## src/design/s2c_pkg.sv

```systemverilog
// ----------------------------------------------------------------------------
// s2c_pkg
// Constants, tables and types of the sRGB to CIELAB pixel core.
// ----------------------------------------------------------------------------
package s2c_pkg;

  localparam int FRAC_BITS = 8;

  localparam int LinW      = 17;  // linear channel, Q16, up to 1.0
  localparam int ProdW     = 41;
  localparam int SumW      = 43;
  localparam int NumW      = 48;  // dividend of the white-point divide
  localparam int RecipW    = 25;  // white-point reciprocal, 2^48 / white
  localparam int DProdW    = 57;  // upper 32 dividend bits times reciprocal
  localparam int RemW      = 27;  // remainder after the quotient estimate
  localparam int VW        = 25;
  localparam int FW        = 21;  // Lab curve output, Q20
  localparam int RootSteps = 21;
  localparam int TgtW      = 61;
  localparam int CubeW     = 64;
  localparam int SqW       = 42;
  localparam int LNumW     = 40;
  localparam int AccW      = 32;
  localparam int Shift     = 20 - FRAC_BITS;

  localparam int LMaxInt = ((100 << FRAC_BITS) > 32767) ? 32767 : (100 << FRAC_BITS);
  localparam logic [14:0] LMax = 15'(LMaxInt);

  localparam logic [23:0] Coef [3][3] = '{
    '{24'd4124564, 24'd3575761, 24'd1804375},
    '{24'd2126729, 24'd7151522, 24'd721750},
    '{24'd193339,  24'd1191920, 24'd9503041}
  };

  localparam logic [23:0] White [3] = '{24'd9504700, 24'd10000000, 24'd10888300};

  // floor(2^48 / white); the estimate is at most two below the true quotient
  localparam logic [RecipW-1:0] Recip [3] = '{
    RecipW'((64'd1 << 48) / 64'(White[0])),
    RecipW'((64'd1 << 48) / 64'(White[1])),
    RecipW'((64'd1 << 48) / 64'(White[2]))
  };

  localparam logic [VW-1:0] VOne = VW'(1) << 24;

  typedef logic [LinW-1:0] lin_rom_t [256];

  typedef struct packed {
    logic [14:0]        lightness;
    logic signed [15:0] green_red;
    logic signed [15:0] blue_yellow;
  } lab_t;

  function automatic logic [63:0] q30_mul(logic [63:0] a, logic [63:0] b);
    return (a * b + (64'd1 << 29)) >> 30;
  endfunction

  // sRGB transfer curve for one byte, Q16
  function automatic logic [LinW-1:0] lin_entry(int n);
    logic [63:0] t;
    logic [63:0] s;
    logic [63:0] lo;
    logic [63:0] hi;
    logic [63:0] mid;
    logic [63:0] y2;
    logic [63:0] p5;
    if (64'(n) * 64'd100000 <= 64'd1031475) begin
      return LinW'((64'(n) * 64'd6553600 + 64'd164730) / 64'd329460);
    end
    t = ((64'(1000 * n + 14025) << 30) + 64'd134512) / 64'd269025;
    if (t > (64'd1 << 30)) t = 64'd1 << 30;
    s  = q30_mul(t, t);
    lo = 64'd0;
    hi = 64'd1 << 30;
    while (lo < hi) begin
      mid = lo + ((hi - lo + 64'd1) >> 1);
      y2  = q30_mul(mid, mid);
      p5  = q30_mul(q30_mul(y2, y2), mid);
      if (p5 <= s) lo = mid;
      else hi = mid - 64'd1;
    end
    return LinW'((s * lo + (64'd1 << 43)) >> 44);
  endfunction

  function automatic lin_rom_t build_lin_rom();
    lin_rom_t rom;
    for (int i = 0; i < 256; i++) rom[i] = lin_entry(i);
    return rom;
  endfunction

  localparam lin_rom_t LinRom = build_lin_rom();

endpackage

```

## src/design/s2c_lab_out.sv

```systemverilog
// ----------------------------------------------------------------------------
// s2c_lab_out
// L, a, b scaling, round half up and saturation, 2 stages.
// ----------------------------------------------------------------------------
module s2c_lab_out import s2c_pkg::*; (
  input  logic          clk_i,
  input  logic          rst_ni,
  input  logic          en_i,
  input  logic          valid_i,
  input  logic [FW-1:0] f_i [3],
  output logic          valid_o,
  output lab_t          lab_o
);

  localparam logic signed [AccW-1:0] Half   = AccW'(1) << (Shift - 1);
  localparam logic signed [AccW-1:0] LBias  = AccW'(16) << 20;

  logic [1:0] valid_q;
  logic signed [AccW-1:0] f0s, f1s, f2s;
  logic signed [AccW-1:0] tl_d, ta_d, tb_d;
  logic signed [AccW-1:0] tl_q, ta_q, tb_q;
  logic signed [AccW-1:0] rl, ra, rb;
  lab_t lab_d, lab_q;

  always_ff @(posedge clk_i or negedge rst_ni) begin
    if (!rst_ni) begin
      valid_q <= '0;
    end else if (en_i) begin
      valid_q <= {valid_q[0], valid_i};
    end
  end

  always_comb begin
    f0s  = $signed(AccW'(f_i[0]));
    f1s  = $signed(AccW'(f_i[1]));
    f2s  = $signed(AccW'(f_i[2]));
    tl_d = 32'sd116 * f1s - LBias;
    ta_d = 32'sd500 * (f0s - f1s);
    tb_d = 32'sd200 * (f1s - f2s);

    rl = (tl_q + Half) >>> Shift;
    ra = (ta_q + Half) >>> Shift;
    rb = (tb_q + Half) >>> Shift;

    if (rl < 0)                    lab_d.lightness = '0;
    else if (rl > AccW'(LMaxInt))  lab_d.lightness = LMax;
    else                           lab_d.lightness = 15'(rl);

    if (ra > 32'sd32767)           lab_d.green_red = 16'sh7fff;
    else if (ra < -32'sd32768)     lab_d.green_red = 16'sh8000;
    else                           lab_d.green_red = 16'(ra);

    if (rb > 32'sd32767)           lab_d.blue_yellow = 16'sh7fff;
    else if (rb < -32'sd32768)     lab_d.blue_yellow = 16'sh8000;
    else                           lab_d.blue_yellow = 16'(rb);
  end

  always_ff @(posedge clk_i) begin
    if (en_i) begin
      tl_q  <= tl_d;
      ta_q  <= ta_d;
      tb_q  <= tb_d;
      lab_q <= lab_d;
    end
  end

  assign valid_o = valid_q[1];
  assign lab_o   = lab_q;

endmodule

```

## config.mk

```make
export PLATFORM = sky130hd
export DESIGN_NAME = s2c_lab_out
export DESIGN_NICKNAME = d
export VERILOG_FILES = /design/src/design/s2c_pkg.sv /design/src/design/s2c_lab_out.sv
export SDC_FILE = /design/constraint.sdc
export NUM_CORES = 1
export LEC_CHECK = 0
export BUFFER_PORTS_ARGS = -buffer_cell sky130_fd_sc_hd__buf_4
export CAP_MARGIN = 20
export CORE_UTILIZATION = 45
export DETAILED_ROUTE_END_ITERATION = 10
export GPL_TIMING_DRIVEN = 0
export PLACE_DENSITY = 0.64
export SYNTH_ARGS = -nofsm -noshare
export SYNTH_HDL_FRONTEND = slang
export SYNTH_SLANG_ARGS = --single-unit
```

## constraint.sdc

```tcl
create_clock -name clk_i -period 5.6 [get_ports clk_i]
set_clock_uncertainty 0.05 [all_clocks]
set_input_delay 0.28 -clock clk_i [delete_from_list [all_inputs] [get_ports clk_i]]
set_output_delay 0.28 -clock clk_i [all_outputs]
set_load 0.02 [all_outputs]
```

======== Word-level counts from Yosys, hierarchy flattened ========
Cells that the tools add are included.
storage, ports and cells
  register bits ........................... 140
  latch bits .............................. 0
  RAM bits ................................ 0
  ROM bits ................................ 0
  logic and storage cells ................. 27
  memories kept ........................... 0
cells by class
  add/sub/neg operators ................... 6
  multipliers ............................. 3
  divide/modulo/power cells ............... 0
  order comparisons ....................... 6
  equality and inequality tests ........... 0
  shift-type cells ........................ 0
  multiplexer cells ....................... 3
  bitwise gates (word level) .............. 0
  reduce and logical (&&, ||, !) cells .... 1
operator list
  cell                                                                    count
  32-bit by 13-bit adder with 32-bit output, second input constant        3
  20-bit by 16-bit > comparator with 1-bit output, second input constant  3
  21-bit by 21-bit subtractor with 22-bit output                          2
  20-bit by 16-bit < comparator with 1-bit output, second input constant  2
  16-bit two-way mux                                                      2
  8-bit by 22-bit multiplier with 30-bit output, first input constant     1
  28-bit by 25-bit subtractor with 29-bit output, second input constant   1
  6-bit by 22-bit multiplier with 28-bit output, first input constant     1
  5-bit by 21-bit multiplier with 26-bit output, first input constant     1
  20-bit by 1-bit < comparator with 1-bit output, second input constant   1
  15-bit two-way mux                                                      1
  2-bit OR reduction                                                      1

======== Depth between registers and ports, before layout ========
  word-level depth ........................ 3
  depth in mapped cells ................... 29
  mapped depth without buffers ............ 29

======== Least setup slack after synthesis ========
OpenSTA, ideal clock, no wires.
  path kind ............................... input-to-reg
  from .................................... input f_i[42] (netlist bit)
  to ...................................... register ta_q[31], data pin
  setup time .............................. 0.287 ns
  arrival time ............................ 6.063 ns
  path slack .............................. -0.800 ns
  stages on the path ...................... 29
  path buffers ............................ 0
  path through ............................ inv_1 -> ha_1 -> fa_1 -> nand2b_1 -> a21oi_1 -> a31oi_1 -> nand2b_1 -> a21o_1 -> a21oi_1 -> xnor2_2 -> xor2_1 -> xnor2_1 -> fa_1 -> inv_1 -> fa_1 -> inv_1 -> fa_1 -> inv_1 -> ha_1 -> a21o_1 -> a21o_1 -> a21o_1 -> a31o_2 -> o21ai_0 -> a21oi_1 -> o2111ai_1 -> a31oi_1 -> o21ai_1 -> xnor2_1
on the way
  cells in the longest elaborated chain, start to end .. 2
RTL lines
  what                                            RTL line           RTL
  start: declaration                              s2c_lab_out.sv:10  input logic [FW-1:0] f_i [3],
  21-bit by 21-bit subtractor with 22-bit output  s2c_lab_out.sv:38  ta_d = 32'sd500 * (f0s - f1s);
  8-bit by 22-bit multiplier with 30-bit output   s2c_lab_out.sv:38
  named net ta_d[31]                              s2c_lab_out.sv:20  logic signed [AccW-1:0] tl_d, ta_d, tb_d;
  end signal: assignment                          s2c_lab_out.sv:61  ta_q <= ta_d;
  end: declaration                                s2c_lab_out.sv:21  logic signed [AccW-1:0] tl_q, ta_q, tb_q;
The timed path passes the listed nets, and every way through them passes these cells.
A chain may end at the register's enable or synchronous reset.

======== Worst setup path in the final report ========
  from .................................... input f_i[42] (netlist bit)
  to ...................................... register ta_q[30], data pin
The elaborated chain is that of the path after synthesis.

==> out/results.ini <==
[clock_tree]
htreeDepth=3
clkLatencyLatePin_ns=0.37
clock_path_buffers=2
cts_tree=yes
cts_made_buffers=9
clock-root-buffer=clkbuf_16
cts_sinks=108
path_clk_slew_ns=0.07

[logic_synthesis]
synth_simple_gate_area_share_pct=11.2
synth_top_family_by_area=adder cells
syn_avg_cell_area_um2=9.27
syn_inst=1589
synth_xor_area_share_pct=9.37
synth_compound_area_share_pct=11.6
yosys.area_share.adder_pct=36.0
ys_types=69
ys_seq_area_share_pct=21.9
yosys_warnings=0
ys_ff_latch=108
synth_edf_count=106
ys_top_cells_by_area=edfxtp_1 22%, ha_1 19%, fa_1 17%
ys.flop_type=edfxtp_1
synth_area_leader_cell=edfxtp_1
synth.most_common_cell=inv_1
synth.area.mux_share_pct=0.365
synth_top_cells_by_count=361 x inv_1, 219 x ha_1, 127 x fa_1
synthArstFlopShare_pct=1.85
synth_top_area_share_pct=21.6
syn_nets=2002
syn_area_um2=14700

[timing]
rsz0062_at_grt=yes
drv_slew=0
timing.fmax_ghz=0.171
max_slew_margin_pct=41.0
final-setup-viol-count=9
final.period_utilization_pct=105
period_minus_slack_ns=5.86
worst_pin_slew_ns=0.876
final_hold_viol_count=0
setup_slack_ns=-0.256

[routing]
drcViolationCount=0
first_iter_violations=506
viasPerCell=5.01
routed_wl_um=30500
dr.pass1.iters=5
routedWlPerCell_um=13.7
num_vias=11200
ant_nets=0

[placement]
dp_hpwl_um=24000
portBuffers=114
place.gp.congestion=0.826
place_ws_ns=-1.41
placed_cells=2139

[global_route]
grt.overflow.total=0
grt_pass1_wl_um=51800
grt_max_degree=73
grt_pass1_vias=11200
antenna_found_initial=0
grt_use_total_pct=19.0

[layout]
fin_nets=2204
finalNonFillerCells=2231
drive_gt1_share_pct=21.0
n_antenna_cell=0
syn2layout_area_growth_pct=24.0

[floorplanning]
die_w_um=183
start_util_pct=46.2
dieHeight_um=183
ios=115
dieArea_um2=33500
std_cell_rows=65
core-area_um2=31900

[worst_setup_path]
crit_path_end_kind=flip-flop
critPathKind=input port to flip-flop
worst_path_most_repeated_cell=a21o_1
critPathSlowestCell=fa_1
slowest_delay_ns=0.50
worstPathRequired_ns=5.66
cp_max_fo=3
worstPathArrival_ns=5.92
start_kind=input port

[outcome]
violations=setup timing
outcome=complete, but fails checks

[hold_path]
hp-class=input port to flip-flop

[job]
drv_cap=0

path summary, 6_finish.rpt:
| path | startpoint | to | slack, ns | cells past startpoint |
|---|---|---|---|---|
| max in group asynchronous | rst_ni | valid_q[0] | 5.23 | 2 |
| worst min-delay path | valid_i | valid_q[0] | 0.10 | 2 |
| worst max-delay path | f_i[42] | ta_q[30] | -0.26 | 30 |
| min in group asynchronous | rst_ni | valid_q[0] | 0.19 | 2 |
| worst max register to register | ta_q[12] | lab_o[28] | 2.32 | 9 |
| worst min register to register | valid_q[0] | valid_q[0] | 0.46 | 1 |
critical path: cells and delay by family:
family	cells	cell delay (ns)
adder cells (fa/ha/maj)	6	2.21
AO/OA/AOI/OAI	13	2.19
XOR/XNOR	3	0.56
buffers and inverters	6	0.39
AND/OR/NAND/NOR	2	0.27
flip-flops by register name, summed over array words and instances, names as in the netlist:
name / count
tb_q: 20
ta_q: 21
lab_o: 47
valid_q: 2
tl_q: 18
final cells by class:
cell class / count / area (um2)
Tap cell: 435 / 544
Timing Repair Buffer: 192 / 1550
Clock buffer: 9 / 225
Sequential cell: 108 / 3230
Multi-Input combinational cell: 1107 / 11200
Fill cell: 2744 / 13600
Clock inverter: 7 / 56.3
Inverter: 361 / 1370
Buffer: 12 / 48.8
per-layer routing:
metal  GRT usage [%]  vias to the layer above  wire (um)
met2            32.5                      168      14700
li1                -                     5654          -
met5               0                        -          0
met1            25.5                     5317      14400
met3            2.30                       29        901
met4            5.07                        0        529
placed cells by master (no fill, tap or decap), types with 9 or more instances in the layout:
cell type / Yosys / final
ha_1: 219 / 187
nand2_1: 81 / 79
a21oi_1: 68 / 56
o21a_1: 16 / 16
a21o_1: 30 / 30
and3_1: 15 / 15
xnor2_2: 3 / 12
and2_1: 11 / 10
nand2b_1: 14 / 11
nand4_1: 25 / 25
o21ai_0: 77 / 67
clkbuf_1: 11 / 10
inv_1: 361 / 336
buf_6: 0 / 9
inv_2: 0 / 23
nor2_1: 86 / 75
xnor2_1: 86 / 75
ha_4: 0 / 29
edfxtp_1: 106 / 106
clkbuf_16: 0 / 9
buf_4: 0 / 177
xor2_1: 66 / 57
nor3_1: 24 / 20
nand3_1: 31 / 29
fa_1: 127 / 125
nor2b_1: 13 / 10
through the flow:
stage	cell area, um2	TNS [ns]	utilization, %	hold slack (ns)
6_report	18300	-1.50	57.3	0.101
5_1_grt	18300	-3.95	57.3	0.103
4_1_cts	17800	-1.71	55.8	0.0859
3_5_place_dp	16400	-17.92	51.4	0.0171
3_3_place_gp	16400	-17.04	51.3	0.0122
2_1_floorplan	15000	-2.09	-	-0.0656
cells by family after synthesis:
kind of cell | after synthesis
multiplexers | 5
XOR/XNOR | 155
other | 1
flip-flops | 108
buffers and inverters | 374
adder cells (fa/ha/maj) | 348
AO/OA/AOI/OAI | 263
AND/OR/NAND/NOR | 335
what timing repair did:
item,CTS,global route
gates cloned,0,0
endpoints found under the setup margin,20,18
hold buffers,1,0
gates resized for setup,120,82
setup buffers,55,23
pin swaps,97,89
hold endpoints to repair,2,0
Power is left out: the tool's default activity adds up to more than one toggle a clock period on the data nets, which glitch-free logic cannot reach.
