--- config.mk ---
export PLATFORM = sky130hd
export DESIGN_NAME = s2c_div
export DESIGN_NICKNAME = d
export VERILOG_FILES = /design/src/design/s2c_pkg.sv /design/src/design/s2c_div.sv
export SDC_FILE = /design/constraint.sdc
export NUM_CORES = 2
export LEC_CHECK = 0
export ABC_AREA = 1
export BUFFER_PORTS_ARGS = -buffer_cell sky130_fd_sc_hd__buf_4
export CAP_MARGIN = 10
export CORE_MARGIN = 1.5
export CORE_UTILIZATION = 50
export DETAILED_ROUTE_END_ITERATION = 8
export PLACE_DENSITY = 0.66
export SLEW_MARGIN = 30
export SYNTH_ARGS = -nofsm -noshare
export SYNTH_HDL_FRONTEND = slang
export SYNTH_SLANG_ARGS = --single-unit
--- constraint.sdc ---
create_clock -name clk_i -period 19.15 [get_ports clk_i]
set_clock_uncertainty 0.2 [all_clocks]
set_input_delay 2.8725 -clock clk_i [delete_from_list [all_inputs] [get_ports clk_i]]
set_output_delay 2.8725 -clock clk_i [all_outputs]
set_load 0.02 [all_outputs]
--- src/design/s2c_pkg.sv ---
// ----------------------------------------------------------------------------
// s2c_pkg
// Constants, tables and types of the sRGB to CIELAB pixel core.
// ----------------------------------------------------------------------------
package s2c_pkg;

  localparam int FRAC_BITS = 8;

  localparam int LinW      = 17;  // linear channel, Q16, up to 1.0
  localparam int ProdW     = 41;
  localparam int SumW      = 43;
  localparam int NumW      = 48;  // dividend of the white-point divide
  localparam int RecipW    = 25;  // white-point reciprocal, 2^48 / white
  localparam int DProdW    = 57;  // upper 32 dividend bits times reciprocal
  localparam int RemW      = 27;  // remainder after the quotient estimate
  localparam int VW        = 25;
  localparam int FW        = 21;  // Lab curve output, Q20
  localparam int RootSteps = 21;
  localparam int TgtW      = 61;
  localparam int CubeW     = 64;
  localparam int SqW       = 42;
  localparam int LNumW     = 40;
  localparam int AccW      = 32;
  localparam int Shift     = 20 - FRAC_BITS;

  localparam int LMaxInt = ((100 << FRAC_BITS) > 32767) ? 32767 : (100 << FRAC_BITS);
  localparam logic [14:0] LMax = 15'(LMaxInt);

  localparam logic [23:0] Coef [3][3] = '{
    '{24'd4124564, 24'd3575761, 24'd1804375},
    '{24'd2126729, 24'd7151522, 24'd721750},
    '{24'd193339,  24'd1191920, 24'd9503041}
  };

  localparam logic [23:0] White [3] = '{24'd9504700, 24'd10000000, 24'd10888300};

  // floor(2^48 / white); the estimate is at most two below the true quotient
  localparam logic [RecipW-1:0] Recip [3] = '{
    RecipW'((64'd1 << 48) / 64'(White[0])),
    RecipW'((64'd1 << 48) / 64'(White[1])),
    RecipW'((64'd1 << 48) / 64'(White[2]))
  };

  localparam logic [VW-1:0] VOne = VW'(1) << 24;

  typedef logic [LinW-1:0] lin_rom_t [256];

  typedef struct packed {
    logic [14:0]        lightness;
    logic signed [15:0] green_red;
    logic signed [15:0] blue_yellow;
  } lab_t;

  function automatic logic [63:0] q30_mul(logic [63:0] a, logic [63:0] b);
    return (a * b + (64'd1 << 29)) >> 30;
  endfunction

  // sRGB transfer curve for one byte, Q16
  function automatic logic [LinW-1:0] lin_entry(int n);
    logic [63:0] t;
    logic [63:0] s;
    logic [63:0] lo;
    logic [63:0] hi;
    logic [63:0] mid;
    logic [63:0] y2;
    logic [63:0] p5;
    if (64'(n) * 64'd100000 <= 64'd1031475) begin
      return LinW'((64'(n) * 64'd6553600 + 64'd164730) / 64'd329460);
    end
    t = ((64'(1000 * n + 14025) << 30) + 64'd134512) / 64'd269025;
    if (t > (64'd1 << 30)) t = 64'd1 << 30;
    s  = q30_mul(t, t);
    lo = 64'd0;
    hi = 64'd1 << 30;
    while (lo < hi) begin
      mid = lo + ((hi - lo + 64'd1) >> 1);
      y2  = q30_mul(mid, mid);
      p5  = q30_mul(q30_mul(y2, y2), mid);
      if (p5 <= s) lo = mid;
      else hi = mid - 64'd1;
    end
    return LinW'((s * lo + (64'd1 << 43)) >> 44);
  endfunction

  function automatic lin_rom_t build_lin_rom();
    lin_rom_t rom;
    for (int i = 0; i < 256; i++) rom[i] = lin_entry(i);
    return rom;
  endfunction

  localparam lin_rom_t LinRom = build_lin_rom();

endpackage

--- src/design/s2c_div.sv ---
// ----------------------------------------------------------------------------
// s2c_div
// Divide by the white point: reciprocal estimate, remainder, fix-up, 3 stages.
// ----------------------------------------------------------------------------
module s2c_div import s2c_pkg::*; (
  input  logic            clk_i,
  input  logic            rst_ni,
  input  logic            en_i,
  input  logic            valid_i,
  input  logic [NumW-1:0] num_i [3],
  output logic            valid_o,
  output logic [VW-1:0]   v_o   [3]
);

  logic [2:0]        valid_q;
  logic [DProdW-1:0] prod_q [3];
  logic [NumW-1:0]   num_q  [3];
  logic [VW-1:0]     est_q  [3];
  logic [RemW-1:0]   rem_q  [3];
  logic [VW-1:0]     v_q    [3];

  always_ff @(posedge clk_i or negedge rst_ni) begin
    if (!rst_ni) begin
      valid_q <= '0;
    end else if (en_i) begin
      valid_q <= {valid_q[1:0], valid_i};
    end
  end

  for (genvar r = 0; r < 3; r++) begin : g_row
    localparam logic [RemW-1:0] W1 = RemW'(White[r]);
    localparam logic [RemW-1:0] W2 = RemW'(White[r]) << 1;
    logic [VW-1:0]   est;
    logic [NumW-1:0] back;
    logic [VW-1:0]   fix;
    assign est  = prod_q[r][DProdW-1:32];
    // est * white never exceeds the dividend, so NumW bits hold it
    assign back = NumW'(est) * NumW'(White[r]);
    assign fix  = (rem_q[r] >= W2) ? VW'(2) : ((rem_q[r] >= W1) ? VW'(1) : VW'(0));
    always_ff @(posedge clk_i) begin
      if (en_i) begin
        prod_q[r] <= DProdW'(num_i[r][NumW-1:16]) * DProdW'(Recip[r]);
        num_q[r]  <= num_i[r];
        est_q[r]  <= est;
        rem_q[r]  <= RemW'(num_q[r] - back);
        v_q[r]    <= est_q[r] + fix;
      end
    end
  end

  assign valid_o = valid_q[2];
  assign v_o     = v_q;

endmodule

-- Yosys cells after proc, flatten, opt, wreduce, memory -nomap -nowiden
Memories as Yosys holds them, arrays and structs flattened.
Cells that the tools add are included.
- output and inout port bits: 76
- memories kept: 4
- RAM bits: 471
- bits of input ports: 148
- word-level logic and storage cells: 34
- flip-flop bits (word level): 78
- magnitude comparators: 6
- $add $sub $neg: 6
- $mul: 6
- mux-type cells: 8
- memory list (memory ; depth ; width ; read ports ; clocked after Yosys merged registers in ; write ports ; RTL line ; text):
    prod_q ; 3 ; 57 ; 3 ; 0 ; 3 ; s2c_div.sv:16 ; logic [DProdW-1:0] prod_q [3];
    num_q ; 3 ; 48 ; 3 ; 0 ; 3 ; s2c_div.sv:17 ; logic [NumW-1:0] num_q [3];
    rem_q ; 3 ; 27 ; 3 ; 0 ; 3 ; s2c_div.sv:19 ; logic [RemW-1:0] rem_q [3];
    est_q ; 3 ; 25 ; 3 ; 0 ; 3 ; s2c_div.sv:18 ; logic [VW-1:0] est_q [3];
- operators by type and width (kind ; count):
    multiplier 32 x 25 -> 57 bit (second input constant) ; 2
    greater-or-equal comparator 27 x 24 -> 1 bit (second input constant) ; 3
    greater-or-equal comparator 27 x 25 -> 1 bit (second input constant) ; 3
    subtractor 27 bit ; 3
    adder 25 x 2 -> 25 bit ; 3
    multiplier 32 x 23 -> 55 bit (second input constant) ; 1
    multiplier 25 x 22 -> 25 bit (second input constant) ; 2
    multiplier 25 x 17 -> 20 bit (second input constant) ; 1
    two-way mux 2 bit ; 3
    two-way mux 1 bit ; 5

-- Longest topological paths before layout
An unclocked memory read counts as a cell.
- word-level depth: 5
- gate-level depth with buffers: 39
- depth with buffers taken out: 39

-- Worst setup path after synthesis
OpenSTA, ideal clock, no wires.
- kind: input port to flip-flop
- start point: input num_i[87] in the netlist's numbering
- end point: memory prod_q[1][53], in the netlist prod_q[0][110] (data pin)
- stages on the path: 23
- required time: 18698 ps
- data arrival time: 7822 ps
- slack: 10876 ps
- setup time: 252 ps
- buffers on the path: 0
- cells stage by stage: fa_1 fa_1 inv_1 fa_1 fa_1 inv_1 fa_1 inv_1 fa_1 fa_1 inv_1 ha_1 nand2_1 nor2_1 inv_1 nor3_1 inv_1 o21ai_0 inv_1 nor2_1 nor2_1 nand3_1 nand2_1
- RTL lines (item ; RTL line ; text):
    from (decl) ; s2c_div.sv:10 ; input logic [NumW-1:0] num_i [3],
    to (decl) ; s2c_div.sv:16 ;

==> summary.md <==
| Metric | Value |
|---|---|
| Clock Tree Root | `clkbuf_16` |
| Clock transition at the registers of the reported paths | `50 ps` |
| Worst Path Arrival | `8820 ps` |
| Number of nets produced by synthesis | `between 10k and 15k` |
| Final core utilization | `0.5420` |
| Slowest-stage cell, CP | `fa_1` |
| Number of nets with antenna violations after detailed routing | `0` |
| Residual overflow from global routing | `0` |
| Yosys warning total | `0` |
| Clock tree from TritonCTS | `done` |
| Largest net degree at the start of global routing | `137` |
| Horizontal die dimension | `382.7 µm` |
| Leading cell type in the layout, fill and taps excluded | `inv_1` |
| Register bit total from synthesis | `372` |
| Commonest cells after routing, fill and taps aside | `inv_1, ha_1, fa_1` |
| Remaining DRCs | `0` |
| Sequential-to-total area share from yosys stat | `0.1547` |
| Critical Path Max Stage Delay | `560 ps` |
| Total Routed Length | `roughly 170000 µm` |
| Count of buffering cells on the critical path with inverters included | `7` |
| H-tree lvl count | `2` |
| Synthesized area divided by synthesized cell count | `9.312 µm²` |
| GRT Resource Usage Total | `0.2469` |
| Final net count | `10.58k` |
| Initial Utilization | `0.5031` |
| Proportion of register bits with asynchronous set or reset after synthesis | `0.008065` |
| Via count | `50.39k` |
| Min Clock Period, post-route | `just under 9000 ps` |
| Clock sink count | `372` |
| Syn Inst Count | `slightly below 8k` |
| Crit Path Max Fanout | `8` |
| Layout cell share with drive strength beyond 1 | `0.04138` |
| Number of buffers between clock root and the deepest sink | `3` |
| Share of the clock period used by the worst path | `0.4518` |
| Number of global-route vias before repair | `53.43k` |
| Logic depth of the worst setup path including buffers | `23` |
| Highest clock frequency the design can meet | `0.1156 GHz` |
| Path depth of the worst reg2reg path | `28` |
| Total I/O pin count | `224` |
| Max-slew violation count | `0` |
| Routability congestion estimate from global placement | `0.9567` |
| Worst EP required | `between 15000 and 20000 ps` |
| Routed vias/inst | `5.064` |
| Core box area | `approximately 0.14 mm²` |
| Ys flop type | `edfxtp_1` |
| Count of flip-flops with a built-in enable after synthesis | `369` |
| Hold Path Class | `flop to flop` |
| Wire length per cell after detailed routing | `about 18 µm` |
| Number of buffers inserted during clock tree synthesis | `46` |
| Measured slew at the worst slew-check pin | `987.7 ps` |
| Number of buffers added for setup after CTS | `0` |
| Startpoint type of the worst setup path | `input port` |
| Worst rel slew slack | `0.3416` |
| Most frequent cell on the critical path | `fa_1` |
| Worst Setup End Kind | `flop` |
| Cell family with most CP delay | `adder cells` |
| Die area | `0.1465 mm²` |
| Number of distinct library cell variants in the gate-level netlist after synthesis | `between 50 and 60` |
| Buffers on Ports | `214` |
| DRT iter0 DRCs | `~2.7k` |
| Source-to-sink clock delay at the later pin of the worst-skew pair | `about 630 ps` |
| Resized cells post-CTS | `0` |
| Setup TNS after final layout | `0 ps` |
| Critical Setup Path Class | `input port to flop` |
| Area growth syn-to-layout | `7.715%` |
| Hold Path Depth | `0` |
| Synth Cell Area | `approximately 0.072 mm²` |
| Setup repair after global routing missed its margin | `false` |
| Hold buffers post-CTS | `0` |
| Height of the die | `382.7 µm` |
| Number of rows in the core area | `139` |
| Run status | `finished, final reports clean` |
| Number of antenna violations at the first check in global routing | `6` |
| Maximum Capacitance Violations | `0` |
| Critical-path cell list | `buf_4, fa_1, fa_1, inv_1, fa_1, inv_1, fa_1, inv_1, fa_1, inv_1, fa_1, inv_1, fa_1, inv_1, ha_1, a21oi_1, o21ai_0, nand2_1, nand2_1, a21oi_1, nand3_1, a21oi_1, xnor2_1` |
| Number of endpoints with negative hold slack in the final report | `0` |
| TritonRoute pass-1 iters | `5` |
| Setup violators final | `0` |
| Wire length of the first global-routing pass | `283200 µm` |
| DP Wirelength | `154500 µm` |
-- area by class of cell --
| cell class | count | area (µm²) |
|---|---|---|
| Antenna cell | 1 | 2.502 |
| Clock inverter | 24 | 260.3 |
| Clock buffer | 59 | 1240 |
| Timing Repair Buffer | 221 | 1679 |
| Fill cell | 13070 | 65640 |
| Multi-Input combinational cell | 4947 | 51850 |
| Tap cell | 1903 | 2381 |
| Inverter | 2424 | 9099 |
| Sequential cell | 372 | 11160 |
-- kinds of logic (layout without fill, tap and decap cells) --
| group | count (synthesis) | count (layout) | share of synthesized area |
|---|---|---|---|
| buffers and inverters | 2424 | 2728 | 0.1262 |
| adders and majority gates | 2418 | 2418 | 0.5383 |
| and+or+nand+nor | 1546 | 1546 | 0.09062 |
| AOI/OAI and AO/OA | 681 | 681 | 0.05348 |
| DFF | 372 | 372 | 0.1547 |
| xor gates and xnor gates | 301 | 301 | 0.03656 |
| muxes | 1 | 1 | 0.0001562 |
| other | 0 | 1 | 0 |
-- per-stage QoR --
stage / area, µm² / hold WS, ps / setup WS [ps] / std cells
2_1_floorplan: 72100 / 200.3 / 10880 / 7743
3_3_place_gp: 76160 / 203.7 / 9840 / 9867
3_5_place_dp: 76160 / 205.4 / 9894 / 9867
4_1_cts: 77660 / 218.6 / 10530 / 9950
5_1_grt: 77670 / 225.1 / 10250 / 9951
6_report: 77670 / 218.8 / 10500 / 9951
-- final timing paths --
| check | slack (ps) | end | from |
|---|---|---|---|
| worst max-delay path | 10500 | prod_q[0][101] | num_i[78] |
| worst min-delay path | 220 | est_q[0][49] | prod_q[0][113] |
| worst max register to register | 11100 | rem_q[0][24] | prod_q[0][38] |
| worst min register to register | 220 | est_q[0][49] | prod_q[0][113] |
| max in group asynchronous | 16860 | valid_q[0] | rst_ni |
| min in group asynchronous | 1800 | valid_q[1] | rst_ni |
-- cells in the mapped netlist (all sizes together), types with 14 or more instances --
library cell / n / share of area
ha: 1278 / 0.22
nor4: 28 / 0.0026
a21o: 41 / 0.0043
inv: 2424 / 0.13
nand2: 775 / 0.040
o21a: 14 / 0.0015
a21oi: 314 / 0.022
a31oi: 40 / 0.0035
edfxtp: 369 / 0.15
nor3: 67 / 0.0048
nor2: 406 / 0.022
o21ai: 182 / 0.013
xor2: 199 / 0.024
xnor2: 102 / 0.012
o21bai: 37 / 0.0039
nand4: 42 / 0.0036
fa: 1140 / 0.32
nand3: 197 / 0.014
-- worst reg2reg max path: cells and delay by family (launching register included) --
kind                       cells  cell delay [ps]
and+or+nand+nor                9             1810
adders and majority gates      9             3900
DFF                            1              640
xor gates and xnor gates       2              270
AOI/OAI and AO/OA              3              550
buffers and inverters          5              500
-- flip-flops by register name, indices dropped and copies added (netlist names) --
name	flops
num_q	72
v_o	75
prod_q	75
valid_q	3
est_q	75
rem_q	72
-- layer usage --
layer	global-route usage	wire length, µm	vias up
met5	0	0	-
met4	0.04916	3724	0
met3	0.02435	7163	192
met2	0.4195	83520	1047
met1	0.3437	80520	24770
li1	-	-	24380
Power is left out: the tool's default activity adds up to more than one toggle a clock period on the data nets, which glitch-free logic cannot reach.
