`config.mk`:
```
export PLATFORM = sky130hd
export DESIGN_NAME = s2c_outq
export DESIGN_NICKNAME = d
export VERILOG_FILES = /design/src/design/s2c_pkg.sv /design/src/design/s2c_outq.sv
export SDC_FILE = /design/constraint.sdc
export NUM_CORES = 1
export LEC_CHECK = 0
export ABC_CLOCK_PERIOD_IN_PS = 3330
export BUFFER_PORTS_ARGS = -buffer_cell sky130_fd_sc_hd__buf_2
export CAP_MARGIN = 40
export CORE_UTILIZATION = 47
export CTS_BUF_LIST = sky130_fd_sc_hd__clkbuf_4 sky130_fd_sc_hd__clkbuf_8 sky130_fd_sc_hd__clkbuf_16
export DETAILED_ROUTE_END_ITERATION = 10
export PLACE_DENSITY_LB_ADDON = 0.1
export SYNTH_ARGS = -nofsm -noshare
export SYNTH_HDL_FRONTEND = slang
export SYNTH_SLANG_ARGS = --single-unit
```
`constraint.sdc`:
```
create_clock -name clk_i -period 3.33 [get_ports clk_i]
set_clock_uncertainty 0.2 [all_clocks]
set_input_delay 0.4995 -clock clk_i [delete_from_list [all_inputs] [get_ports clk_i]]
set_output_delay 0.4995 -clock clk_i [all_outputs]
set_load 0.005 [all_outputs]
```
`src/design/s2c_pkg.sv`:
```
// ----------------------------------------------------------------------------
// s2c_pkg
// Constants, tables and types of the sRGB to CIELAB pixel core.
// ----------------------------------------------------------------------------
package s2c_pkg;

  localparam int FRAC_BITS = 8;

  localparam int LinW      = 17;  // linear channel, Q16, up to 1.0
  localparam int ProdW     = 41;
  localparam int SumW      = 43;
  localparam int NumW      = 48;  // dividend of the white-point divide
  localparam int RecipW    = 25;  // white-point reciprocal, 2^48 / white
  localparam int DProdW    = 57;  // upper 32 dividend bits times reciprocal
  localparam int RemW      = 27;  // remainder after the quotient estimate
  localparam int VW        = 25;
  localparam int FW        = 21;  // Lab curve output, Q20
  localparam int RootSteps = 21;
  localparam int TgtW      = 61;
  localparam int CubeW     = 64;
  localparam int SqW       = 42;
  localparam int LNumW     = 40;
  localparam int AccW      = 32;
  localparam int Shift     = 20 - FRAC_BITS;

  localparam int LMaxInt = ((100 << FRAC_BITS) > 32767) ? 32767 : (100 << FRAC_BITS);
  localparam logic [14:0] LMax = 15'(LMaxInt);

  localparam logic [23:0] Coef [3][3] = '{
    '{24'd4124564, 24'd3575761, 24'd1804375},
    '{24'd2126729, 24'd7151522, 24'd721750},
    '{24'd193339,  24'd1191920, 24'd9503041}
  };

  localparam logic [23:0] White [3] = '{24'd9504700, 24'd10000000, 24'd10888300};

  // floor(2^48 / white); the estimate is at most two below the true quotient
  localparam logic [RecipW-1:0] Recip [3] = '{
    RecipW'((64'd1 << 48) / 64'(White[0])),
    RecipW'((64'd1 << 48) / 64'(White[1])),
    RecipW'((64'd1 << 48) / 64'(White[2]))
  };

  localparam logic [VW-1:0] VOne = VW'(1) << 24;

  typedef logic [LinW-1:0] lin_rom_t [256];

  typedef struct packed {
    logic [14:0]        lightness;
    logic signed [15:0] green_red;
    logic signed [15:0] blue_yellow;
  } lab_t;

  function automatic logic [63:0] q30_mul(logic [63:0] a, logic [63:0] b);
    return (a * b + (64'd1 << 29)) >> 30;
  endfunction

  // sRGB transfer curve for one byte, Q16
  function automatic logic [LinW-1:0] lin_entry(int n);
    logic [63:0] t;
    logic [63:0] s;
    logic [63:0] lo;
    logic [63:0] hi;
    logic [63:0] mid;
    logic [63:0] y2;
    logic [63:0] p5;
    if (64'(n) * 64'd100000 <= 64'd1031475) begin
      return LinW'((64'(n) * 64'd6553600 + 64'd164730) / 64'd329460);
    end
    t = ((64'(1000 * n + 14025) << 30) + 64'd134512) / 64'd269025;
    if (t > (64'd1 << 30)) t = 64'd1 << 30;
    s  = q30_mul(t, t);
    lo = 64'd0;
    hi = 64'd1 << 30;
    while (lo < hi) begin
      mid = lo + ((hi - lo + 64'd1) >> 1);
      y2  = q30_mul(mid, mid);
      p5  = q30_mul(q30_mul(y2, y2), mid);
      if (p5 <= s) lo = mid;
      else hi = mid - 64'd1;
    end
    return LinW'((s * lo + (64'd1 << 43)) >> 44);
  endfunction

  function automatic lin_rom_t build_lin_rom();
    lin_rom_t rom;
    for (int i = 0; i < 256; i++) rom[i] = lin_entry(i);
    return rom;
  endfunction

  localparam lin_rom_t LinRom = build_lin_rom();

endpackage

```
`src/design/s2c_outq.sv`:
```
// ----------------------------------------------------------------------------
// s2c_outq
// Two-entry output queue; decouples the result stall from the pipeline.
// ----------------------------------------------------------------------------
module s2c_outq import s2c_pkg::*; (
  input  logic clk_i,
  input  logic rst_ni,
  input  logic push_i,
  input  lab_t data_i,
  output logic room_o,
  output logic valid_o,
  input  logic stall_i,
  output lab_t data_o
);

  lab_t       mem_q [2];
  logic       wr_q, rd_q;
  logic [1:0] cnt_q;
  logic       pop;

  assign pop     = (cnt_q != 2'd0) && !stall_i;
  assign room_o  = cnt_q != 2'd2;
  assign valid_o = cnt_q != 2'd0;
  assign data_o  = mem_q[rd_q];

  always_ff @(posedge clk_i or negedge rst_ni) begin
    if (!rst_ni) begin
      wr_q  <= 1'b0;
      rd_q  <= 1'b0;
      cnt_q <= 2'd0;
    end else begin
      if (push_i) wr_q <= !wr_q;
      if (pop)    rd_q <= !rd_q;
      cnt_q <= cnt_q + 2'(push_i) - 2'(pop);
    end
  end

  always_ff @(posedge clk_i) begin
    if (push_i) mem_q[wr_q] <= data_i;
  end

endmodule

```
======== Word level (Yosys, flattened, before mapping) ========
Memories as Yosys holds them, arrays and structs flattened.
Index checks and enable logic that the tools add are counted.
storage, ports and cells
  flip-flop bits (word level) ............. 4
  RAM bits ................................ 94
  input port bits ......................... 51
  output and inout port bits .............. 49
  logic and storage cells ................. 14
  memories kept ........................... 1
memory list
  memory  words  width  rd ports  clocked after memory_dff  write ports  line            text
  mem_q   2      47     1         0                         1            s2c_outq.sv:16  lab_t mem_q [2];
cells by class
  add/subtract/negate cells ............... 2
  eq/ne operators ......................... 1
  mux-type cells .......................... 2
  reduce and logical (&&, ||, !) cells .... 5
operators with widths
  cell                number
  $logic_not 1->1     3
  $add 2x1->2         1
  $mux 1              2
  $ne 2x2->1 const B  1
  $reduce_bool 2->1   1
  $sub 2x1->2         1
  $logic_and 1x1->1   1

======== Longest topological paths before layout ========
Gate-level depths: netlist of the first run.
  word-level depth ........................ 3
  mapped depth ............................ 7
  depth with buffers taken out ............ 7

======== Worst setup path before layout of the first run ========
No wires, ideal clock.
  kind .................................... input to register
  start ................................... input push_i
  end ..................................... memory mem_q[0][0] (netlist bit), enable pin
  library setup time ...................... 0.457 ns
  data arrival time ....................... 2.588 ns
  required time ........................... 2.673 ns
  setup slack ............................. 0.085 ns
  stages on the path ...................... 1
  path buffers ............................ 0
  cell sequence ........................... nor2b_1
on the way
  cells in the longest elaborated chain, start to end .. 2
ends and longest elaborated chain
  element                       line            text
  start, declared               s2c_outq.sv:8   input logic push_i,
  $mux 1                        s2c_outq.sv:39  if (push_i) mem_q[wr_q] <= data_i;
  $mux 1 (not written as such)  s2c_outq.sv:39
  end, declared                 s2c_outq.sv:16
Every way passes these cells.

==> results.json, run 1 <==
{
  "via_per_inst": 4.700,
  "yosysUniqueCellTypes": 15,
  "cp_data_required_time_ns": 2.63,
  "nFillCells": 573,
  "path_max_fanout": 25,
  "syn_area_per_cell_sq_um": 22.39,
  "syn-cell-area_sq_um": 3672,
  "dr.pass1.iters": 4,
  "insertion_delay_ns": 0.34,
  "ant_nets": 0,
  "tns_ns": 0,
  "grt_antenna_before_repair": 0,
  "cts_htree_levels": 3,
  "start_util_pct": 49.57,
  "fin_hold_ws_ns": 0.1339,
  "drc": 0,
  "synth_area_leaders": "edfxtp_1, mux2_2, mux2_4",
  "yosys_warnings": 0,
  "fp.dieArea_sq_um": 8171,
  "cp-end-kind": "output port",
  "hpwlAfterDp_microns": 3645,
  "post-route-util_pct": 61.10,
  "synth-edff-count": 94,
  "synth_nets": 217,
  "drt_first_iter_violations": 88,
  "dp_slack_ns": 1.081,
  "dpl-instance-area_sq_um": 4318,
  "period_share_pct": 77.86,
  "path_class": "reg -> out",
  "num_vias": 1772,
  "drv_slew": 0,
  "synthArstFlopShare_pct": 4.082,
  "synth_commonest_cells": "edfxtp_1, mux2_2, mux2_4",
  "powerDensity_nw_per_um2": 780.2,
  "ys_seq_area_share_pct": 79.59,
  "ys.flop_type": "edfxtp_1",
  "grt_max_degree": 29,
  "critical_path_arrival_ns": 1.89,
  "status": "complete, no violations",
  "timing.reg2reg.setup_slack_ns": 1.48,
  "r2r_cells": 7,
  "worstMarginPinSlew_ns": 0.6204,
  "core_area_sq_um": 7408,
  "cts_setup_buffers": 0,
  "postSynthCellCount": 164,
  "yosys.area.top_type": "edfxtp_1",
  "ys_seq_elements": 98,
  "synth_top_area_share_pct": 76.87,
  "antenna_cells": 0,
  "gr-usage-all-layers_pct": 14.71,
  "cts.sinks": 98,
  "overflow": 0,
  "port_buffers": 99,
  "drive_gt1_share_pct": 60.43,
  "grt_pass1_wl_microns": 8887,
  "start_kind": "flop",
  "areaGrowthSynthToFinish_pct": 23.27,
  "reg2reg_from": "cnt_q[1]",
  "cts_buffers": 9,
  "slew-limit-headroom_pct": 58.55,
  "leakage_uw": 0.001775,
  "hold_viol_final": 0,
  "period_needed_ns": 2.593,
  "routedWlPerCell_microns": 14.93,
  "place.gp.congestion": 0.6805,
  "regToRegEndpoint": "cnt_q[1]",
  "setup_viol": 0,
  "yosysMostFrequentCell": "edfxtp_1",
  "tritoncts": "built",
  "holdPathStages": 1,
  "die_h_microns": 90.40,
  "clock_path_buffers": 2,
  "hp-start": "data_i[42]",
  "hp-class": "in -> reg",
  "grt_setup_unrepaired": "false",
  "min_to": "mem_q[1][42]",
  "maxCapViolations": 0,
  "wirelength_microns": 5627,
  "io_pins": 100,
  "postLayoutCellArea_sq_um": 4527,
  "cts_root_buf": "clkbuf_8",
  "path_clk_slew_ns": 0.09,
  "cp-startpoint": "rd_q",
  "nNetsFinal": 326,
  "grt_pass1_vias": 1843,
  "peakVddDrop_mv": 0.4565,
  "dieWidth_microns": 90.40,
  "fmax_ghz": 0.3857,
  "rows": 31,
  "worst_slack_ns": 0.7373
}
final cells by class:
class                   instances  area, sq um  share of cell area (%)
inverters                       3        11.26                  0.2488
repair buffers                103        565.5                   12.49
flip-flops and latches         98         2924                   64.59
clock inverters                 6        67.56                   1.493
well taps                      99        123.9                   2.736
multi-input cells              58        703.2                   15.53
clock buffers                  10        131.4                   2.902
where the power goes:
part	internal [uW]	total, uW	leakage, uW	switching, uW
combinational	594	1030	0.000750	431
clock	357	743	0.0000975	386
sequential	1640	1760	0.000928	126
layer usage:
metal  GRT usage (%)  up-vias  part of all wire [%]
met3           5.892        8                   7.1
met1           16.23      852                    41
met5               0        -                     0
li1                -      852                     -
met4           5.645        0                   1.3
met2           25.45       60                    51
worst max-delay path, cell delays in order, from the launching register on:
cell,delay (ns)
dfrtp_2,0.76
buf_12,0.29
mux2_2,0.35
buf_2,0.12
repair_timing:
action / CTS / global route
endpoints found under the hold margin: 4 / 0
hold buffers: 1 / 0
gates resized for setup: 0 / 0
through the flow:
| stage | power (uW) | std cells |
|---|---|---|
| global placement | 2829 | 360 |
| global route | 3715 | 377 |
| detailed placement | 2846 | 360 |
| CTS | 3586 | 377 |
| floorplan | 2441 | 164 |
| finish | 3532 | 377 |
worst max-delay path by stage:
stage / endpoint / slack, ns / cells after the start
final: data_o[7] / 0.74 / 3
after global routing: data_o[12] / 0.63 / 3
after CTS: data_o[5] / 0.70 / 3
after detailed placement: data_o[5] / 1.08 / 3
after global placement: data_o[10] / 1.10 / 3
after floorplan: mem_q[0][0] / 0.08 / 1
cells by family after synthesis:
| kind of cell | Yosys count | synth area share [%] |
|---|---|---|
| DFF | 98 | 79.59 |
| buffers and inverters | 8 | 1.499 |
| AOI/OAI and AO/OA | 1 | 0.2045 |
| xor gates and xnor gates | 4 | 0.9542 |
| muxes | 47 | 16.46 |
| adders and majority gates | 2 | 0.6813 |
| and+or+nand+nor | 4 | 0.6135 |
placed cells by master, fill, tap and decap left out, drive strengths merged:
cell         Yosys  layout
nand2            1       1
bufinv           0       1
dlygate4sd3      0       1
mux2            47      47
dfrtp            4       4
inv              3       3
xnor2            3       3
edfxtp          94      94
clkinvlp         0       1
xor2             1       1
ha               2       2
nor2b            1       1
clkinv           0       4
and2             1       1
buf              5     102
or2              1       1
o21bai           1       1
clkbuf           0      10
sequential cells by signal, indices dropped and copies added, names as in the netlist:
| name | cells |
|---|---|
| wr_q | 1 |
| mem_q | 94 |
| rd_q | 1 |
| cnt_q | 2 |
No activity file was read; power rests on OpenSTA's default activity.
==> run 2: changes to the inputs <==
--- a/config.mk
+++ b/config.mk
@@ -5,7 +5,7 @@
 export SDC_FILE = /design/constraint.sdc
 export NUM_CORES = 1
 export LEC_CHECK = 0
-export ABC_CLOCK_PERIOD_IN_PS = 3330
+export ABC_CLOCK_PERIOD_IN_PS = 2200
 export BUFFER_PORTS_ARGS = -buffer_cell sky130_fd_sc_hd__buf_2
 export CAP_MARGIN = 40
 export CORE_UTILIZATION = 47
==> constraint.sdc (replaced) <==
create_clock -name clk_i -period 2.2 [get_ports clk_i]
set_clock_uncertainty 0.2 [all_clocks]
set_input_delay 0.33 -clock clk_i [delete_from_list [all_inputs] [get_ports clk_i]]
set_output_delay 0.33 -clock clk_i [all_outputs]
set_load 0.005 [all_outputs]
==> run 2 against run 1 <==
Critical path type unchanged. Wire length rose by 9.8%. Sequential cell count did not move. Die area did not move. Non-clock buffer count rose by 50. Hold slack got worse by 0.11 ns. Clock-buffer cell count rose by 1. Critical endpoint is now data_o[2].
==> results.json, run 2 (same netlist as run 1, synthesis figures left out) <==
{
  "status": "complete, no violations",
  "layout_common_cells": "buf_2, edfxtp_1, dlygate4sd3_1, mux2_2, mux2_4",
  "regToRegEndpoint": "cnt_q[1]",
  "tns_ns": 0,
  "drt_first_iter_violations": 62,
  "hp-class": "in -> reg",
  "worst_slack_ns": 0.1493,
  "nNetsFinal": 376,
  "slowest_stage": "dfrtp_2",
  "maxCapViolations": 0,
  "path_class": "reg -> out",
  "r2r_cells": 7,
  "path_cells": "buf_6 -> mux2_2 -> buf_2",
  "drive_gt1_share_pct": 52.44,
  "largest-register": "mem_q",
  "drc": 0,
  "grt-busiest-layer": "met2",
  "dp_cells": 363,
  "core_area_sq_um": 7408,
  "insertion_delay_ns": 0.34,
  "rows": 31,
  "tritoncts": "built",
  "fp.dieArea_sq_um": 8171,
  "cp_data_required_time_ns": 1.67,
  "io_pins": 100,
  "totalPowerFinal_uw": 5338,
  "layout_commonest_cell": "buf_2",
  "cts_buffers": 9,
  "fmax_ghz": 0.4876,
  "grt_pass1_wl_microns": 9818,
  "start_kind": "flop",
  "peakVddDrop_mv": 0.5519,
  "num_vias": 2012,
  "final_cells": 427,
  "slowest_delay_ns": 0.42,
  "antenna_cells": 0,
  "dp_slack_ns": 0.3620,
  "top_regs": "mem_q (94), cnt_q (2)",
  "worstMarginPinSlew_ns": 0.3958,
  "grtUsageMet3_pct": 3.451,
  "grt_max_degree": 29,
  "routedWlPerCell_microns": 14.47,
  "start_util_pct": 49.57,
  "die_h_microns": 90.40,
  "grt_pass1_vias": 2122,
  "cts.sinks": 98,
  "dieWidth_microns": 90.40,
  "largest_register_ffs": 94,
  "hpwlAfterDp_microns": 3737,
  "min_to": "wr_q",
  "grt_antenna_before_repair": 0,
  "powerDensity_nw_per_um2": 1072,
  "timing.reg2reg.setup_slack_ns": 0.35,
  "path_max_fanout": 20,
  "areaGrowthSynthToFinish_pct": 35.54,
  "port_buffers": 99,
  "drv_slew": 0,
  "cts_htree_levels": 3,
  "ant_nets": 0,
  "grt_setup_unrepaired": "false",
  "met1_usage_pct": 19.04,
  "overflow": 0,
  "cts_root_buf": "clkbuf_8",
  "reg2reg_from": "cnt_q[1]",
  "setup_viol": 0,
  "wirelength_microns": 6178,
  "holdPathStages": 2,
  "grt_use_met2_pct": 27.93,
  "cts_setup_buffers": 0,
  "period_share_pct": 93.22,
  "path_clk_slew_ns": 0.08,
  "gr-usage-all-layers_pct": 16.07,
  "slew-limit-headroom_pct": 73.61,
  "hp-start": "push_i",
  "leakage_uw": 0.001962,
  "cp-end-kind": "output port",
  "hold_viol_final": 0,
  "via_per_inst": 4.712,
  "period_needed_ns": 2.051,
  "clock_path_buffers": 2,
  "dr.pass1.iters": 4,
  "place.gp.congestion": 0.6714,
  "critical_path_arrival_ns": 1.52
}
run 2: cell count changes in the layout (fill, tap and decap cells not counted), moves of 2 or more:
cell / previous run / this run
buf_4: 0 / 4
clkinvlp_4: 1 / 4
dlygate4sd3_1: 1 / 48
buf_12: 3 / 1
clkinv_4: 3 / 0
run 2: worst max-delay path, delay by kind of cell, from the launching register on:
family,cells,cell delay (ns)
flops,1,0.42
mux,1,0.37
buf+inv,2,0.38
run 2: worst max-delay path by stage:
stage	startpoint	endpoint
finish	rd_q	data_o[2]
global route	rd_q	data_o[2]
CTS	rd_q	data_o[1]
detailed placement	cnt_q[1]	cnt_q[1]
global placement	cnt_q[1]	cnt_q[1]
floorplan	wr_q	mem_q[1][0]
run 2: layer usage:
layer | wire [microns] | up-vias
met5 | 0 | -
met4 | 108 | 0
met3 | 248 | 11
met2 | 3238 | 63
met1 | 2583 | 984
li1 | - | 954
run 2: final cells by class:
| class | count | area, sq um |
|---|---|---|
| Sequential cell | 98 | 2924 |
| Clock inverter | 5 | 38.79 |
| Fill cell | 543 | 2431 |
| Inverter | 3 | 11.26 |
| Multi-Input combinational cell | 58 | 703.2 |
| Tap cell | 99 | 123.9 |
| Timing Repair Buffer | 153 | 1037 |
| Clock buffer | 11 | 138.9 |
run 2: through the flow:
stage          hold WS, ns  area [sq um]  util [%]
6_report           0.02203          4977     67.18
3_3_place_gp      -0.05438          4315     58.25
3_5_place_dp      -0.05422          4315     58.25
5_1_grt            0.01683          4977     67.18
2_1_floorplan      -0.1656          3680         -
4_1_cts           0.003470          4974     67.13
run 2: report_power, final:
group	leakage, uW	internal [uW]	total [uW]	switching (uW)
Combinational	0.000955	961	1720	757
Clock	0.0000790	440	1020	584
Sequential	0.000928	2480	2590	114
Total	0.00196	3880	5340	1460
run 2: what timing repair did:
item                       in CTS  in global routing
hold buffers                   48                  0
resized for setup               0                  1
hold endpoints to repair       98                  0
setup endpoints to repair       0                  8
